<file path="config.mk">
export PLATFORM = sky130hd
export DESIGN_NAME = lbs_ctrl
export DESIGN_NICKNAME = d
export VERILOG_FILES = /design/src/hw/rtl/lbs_pkg.sv /design/src/hw/rtl/lbs_ctrl.sv
export SDC_FILE = /design/constraint.sdc
export NUM_CORES = 1
export LEC_CHECK = 0
export BUFFER_PORTS_ARGS = -buffer_cell sky130_fd_sc_hd__buf_2
export CORE_AREA = 2 2 39 41
export CTS_CLUSTER_SIZE = 30
export DETAILED_ROUTE_END_ITERATION = 8
export DIE_AREA = 0 0 41 43
export PLACE_DENSITY = 0.48
export SKIP_LAST_GASP = 1
export SLEW_MARGIN = 20
export SYNTH_ARGS = -nofsm -noshare
export SYNTH_HDL_FRONTEND = slang
export SYNTH_SLANG_ARGS = --single-unit
</file>
<file path="constraint.sdc">
create_clock -name clock -period 2.3 [get_ports clock]
set_clock_uncertainty 0.1 [all_clocks]
set_input_delay 0.46 -clock clock [delete_from_list [all_inputs] [get_ports clock]]
set_output_delay 0.46 -clock clock [all_outputs]
set_load 0.005 [all_outputs]
</file>
<file path="src/hw/rtl/lbs_pkg.sv">
// Package for the lower-bound search block.
// Holds shared widths, codes, the controller state type and the control/status structs.
// No dependencies.
`default_nettype none

package lbs_pkg;

   localparam int LBS_DEPTH      = 1024;
   localparam int COUNT_WIDTH    = 11;
   localparam int IDX_WIDTH      = 10;
   localparam int DATA_WIDTH     = 32;
   localparam int CSR_DATA_WIDTH = 32;
   localparam int CSR_ADDR_WIDTH = 3;

   typedef enum logic {
      CMD_WRITE = 1'b0,
      CMD_QUERY = 1'b1
   } cmd_type;

   localparam logic REG_ELEMENT_COUNT = 1'b0;

   typedef enum logic [1:0] {
      ST_IDLE,
      ST_PROBE,
      ST_HOLD
   } state_type;

   typedef struct packed {
      logic wr_en;
      logic start;
      logic step;
      logic rd_en;
      logic out_load;
      logic out_from_step;
   } ctl_type;

   typedef struct packed {
      logic n_zero;
      logic search_done;
      logic out_free;
   } status_type;

endpackage

`default_nettype wire

</file>
<file path="src/hw/rtl/lbs_ctrl.sv">
// Controller state machine for the lower-bound search.
// Depends on lbs_pkg; drives the datapath through ctl_type and reads status_type.
`default_nettype none

module lbs_ctrl
   import lbs_pkg::*;
(
   input  wire logic       clock,
   input  wire logic       reset,
   input  wire logic       req_valid,
   input  wire logic       req_cmd,
   output logic            req_stall,
   input  wire status_type status,
   output ctl_type         ctl
);

   state_type state_ff;
   state_type state_in;
   logic      is_query;

   assign is_query = (req_cmd == CMD_QUERY);

   always_ff @(posedge clock) begin
      if (reset) begin
         state_ff <= ST_IDLE;
      end else begin
         state_ff <= state_in;
      end
   end

   always_comb begin
      state_in = state_ff;
      case (state_ff)
         ST_IDLE: begin
            if (req_valid && is_query) begin
               state_in = status.n_zero ? ST_HOLD : ST_PROBE;
            end
         end
         ST_PROBE: begin
            if (status.search_done) begin
               state_in = status.out_free ? ST_IDLE : ST_HOLD;
            end
         end
         ST_HOLD: begin
            if (status.out_free) begin
               state_in = ST_IDLE;
            end
         end
         default: begin
            state_in = ST_IDLE;
         end
      endcase
   end

   always_comb begin
      ctl       = '0;
      req_stall = 1'b1;
      case (state_ff)
         ST_IDLE: begin
            req_stall = 1'b0;
            ctl.wr_en = req_valid && !is_query;
            ctl.start = req_valid && is_query;
            ctl.rd_en = req_valid && is_query;
         end
         ST_PROBE: begin
            ctl.step          = 1'b1;
            ctl.out_from_step = 1'b1;
            ctl.rd_en         = !status.search_done;
            ctl.out_load      = status.search_done && status.out_free;
         end
         ST_HOLD: begin
            ctl.out_load = status.out_free;
         end
         default: begin
            req_stall = 1'b1;
         end
      endcase
   end

endmodule

`default_nettype wire

</file>
==> reports/metrics.cfg <==
[floorplanning]
fp-row-count=14
core_um2=1380
initial_utilization_pct=17.4
ios=14
fp.dieArea_um2=1760
die_h_um=43
die_w_um=41

[critical_path]
cp_slowest_stage_delay_ns=0.38
path_buf_inv=2
r2r_cells=4
crit_family=flip-flops
worstPathCellList=inv_1 -> ha_1 -> and3_1 -> a21oi_1 -> nor2_1 -> buf_2
crit_path_end_kind=output pin
critPathSlowestCell=dfxtp_1
cp_max_fo=4
critPathKind=register to output pin
cp.arrival_ns=1.39
r2r_start=state_ff[1]$_SDFFE_PP0P_
critPathRequiredTime_ns=1.74
r2r-end=state_ff[0]$_SDFFE_PP0P_
rrSetupSlack_ns=0.73
crit_path_start_kind=register

[power]
p_leak_nw=0.201
total_power_uw=286
irDropWorstVdd_uv=229
power_density_nw_per_um2=840

[grt]
grt_usage_pct=7.11
grt_max_degree=5
grt_overflow=0
grt_pass1_wl_um=793
grt_pass1_vias=221
antenna_found_initial=0

[hold_path]
hold_depth=2
hp-class=register to register
whs_endpoint=state_ff[1]$_SDFFE_PP0P_
worstHoldStart=state_ff[1]$_SDFFE_PP0P_

[synth]
synth_fa_ha_area_share_pct=26.0
synth.area.top_cells=ha_1 26%, dfxtp_1 17%, inv_1 9.4%
syn-num-nets=44
yosys_warnings=0
synth_top_cell_area_share_pct=26.0
synth_area_leader_cell=ha_1
avgSynthCellArea_um2=7.51
synth_xor_area_share_pct=0
syn_inst=32
syn-cell-area_um2=240
synth.area.mux_share_pct=8.33
yosysUniqueCellTypes=14
synth_compound_area_share_pct=12.0
ys_seq_elements=2
yosysSeqAreaShare_pct=16.7
synth-simple-area-share_pct=24.5
synth_top_family_by_area=adder cells

[cts]
cts_buffers=3
clk_latency_ns=0.22
post_cts_buffers=0
htreeDepth=1
post_cts_resized=0
clock_sinks=2
path_clk_slew_ns=0.03
cts.hold.buffers_added=0
cts_buffer_depth=2
cts_tree=yes
root_buffer=clkbuf_4

[finish]
seq_area_um2=40.0
final_util_pct=24.6
syn2layout_area_growth_pct=41.7
largestRegisters=state_ff (2)
multi_input_area_um2=170
largest_reg_flops=2
fill_cells=168
fin_nets=61
antenna_cells=0
largest_register=state_ff
drive_above_1_share_pct=34.0

[timing]
whs_ns=0.382
rsz0062_at_grt=no
drv_slew=0
final_hold_viol_count=0
period_needed_ns=1.95
setup_violations=0
setup_tns_ns=0
maxSlewHeadroom_pct=67.8
worstMarginPinSlew_ns=0.483
fin_crit_sh_pct=84.6
max_clock_freq_ghz=0.514

[detailed_routing]
wl_per_cell_um=8.49
drt_iter0_drc=4
drt-total-wl_um=535
drc_errors=0
vias=252
firstDrtPassIters=4
drtAntennaViolNets=0
detail_route.vias_per_cell=4.00

[run_status]
status=finished, final reports clean

[place]
place_congestion=0.671
dp_hpwl_um=437
port-buffer-count=13

[job]
drv_cap=0

-- layout make-up --
type,count,share of cell area [%]
multi-input combinational,23,50.0
timing repair buffer,13,19.1
sequential,2,11.8
clock buffer,3,6.62
inverter,6,6.62
tap,16,5.88
-- how the worst max path moves through the flow --
| stage | depth (start not counted) | from | slack (ns) | endpoint |
|---|---|---|---|---|
| 2_1_floorplan | 5 | state_ff[0]$_SDFFE_PP0P_ | 0.78 | ctl[2] |
| 3_3_place_gp | 6 | state_ff[0]$_SDFFE_PP0P_ | 0.60 | ctl[2] |
| 3_5_place_dp | 6 | state_ff[0]$_SDFFE_PP0P_ | 0.59 | ctl[2] |
| 4_1_cts | 6 | state_ff[0]$_SDFFE_PP0P_ | 0.34 | ctl[2] |
| 5_1_grt | 6 | state_ff[0]$_SDFFE_PP0P_ | 0.22 | ctl[2] |
| 6_report | 6 | state_ff[0]$_SDFFE_PP0P_ | 0.35 | ctl[2] |
-- routing by layer --
metal	wire [um]	GRT usage (%)	up-vias
li1	-	-	135
met1	245	7.32	110
met2	251	9.38	7
met3	38	4.71	0
met4	0	6.00	0
met5	0	0	-
-- cell usage after synthesis --
cell type  number
a211o_1         1
a21oi_1         2
a222oi_1        1
and3_1          1
and3b_1         1
buf_4           1
dfxtp_1         2
ha_1            5
inv_1           6
mux2i_1         2
nand2_1         5
nand2b_1        1
nand3b_1        1
nor2_1          3
-- power by group --
group / internal (mW) / total, mW / switching (mW)
Clock: 0.0574 / 0.0753 / 0.0180
Sequential: 0.0449 / 0.0542 / 0.00932
Combinational: 0.0749 / 0.156 / 0.0814
Total: 0.177 / 0.286 / 0.109
-- kinds of logic after synthesis --
| logic type | after synthesis |
|---|---|
| AO/OA/AOI/OAI | 4 |
| flip-flops | 2 |
| adder cells (fa/ha/maj) | 5 |
| buffers and inverters | 7 |
| multiplexers | 2 |
| AND/OR/NAND/NOR | 12 |
-- layout by cell type (no fill, tap or decap) --
| cell type | instances |
|---|---|
| buf_2 | 13 |
| inv_1 | 6 |
| nand2_1 | 5 |
| ha_1 | 5 |
| nor2_1 | 3 |
| clkbuf_4 | 3 |
| a21oi_1 | 2 |
| mux2i_1 | 2 |
| dfxtp_1 | 2 |
| and3_1 | 1 |
| and3b_1 | 1 |
| nand3b_1 | 1 |
| a222oi_1 | 1 |
| nand2b_1 | 1 |
| a211o_1 | 1 |
-- worst register-to-register path, delay by kind of cell (launching register included) --
family | cells | cell delay [ns]
flip-flops | 1 | 0.34
AO/OA/AOI/OAI | 1 | 0.50
buffers and inverters | 1 | 0.10
multiplexers | 1 | 0.24
adder cells (fa/ha/maj) | 1 | 0.22
-- metrics by stage --
| step | area, um2 | std cells | setup WS [ns] |
|---|---|---|---|
| final | 340 | 63 | 0.355 |
| after global placement | 318 | 60 | 0.599 |
| after global routing | 340 | 63 | 0.218 |
| after CTS | 340 | 63 | 0.336 |
| after floorplan | 240 | 32 | 0.776 |
| after detailed placement | 318 | 60 | 0.590 |
(Power assumes the default switching activity.)
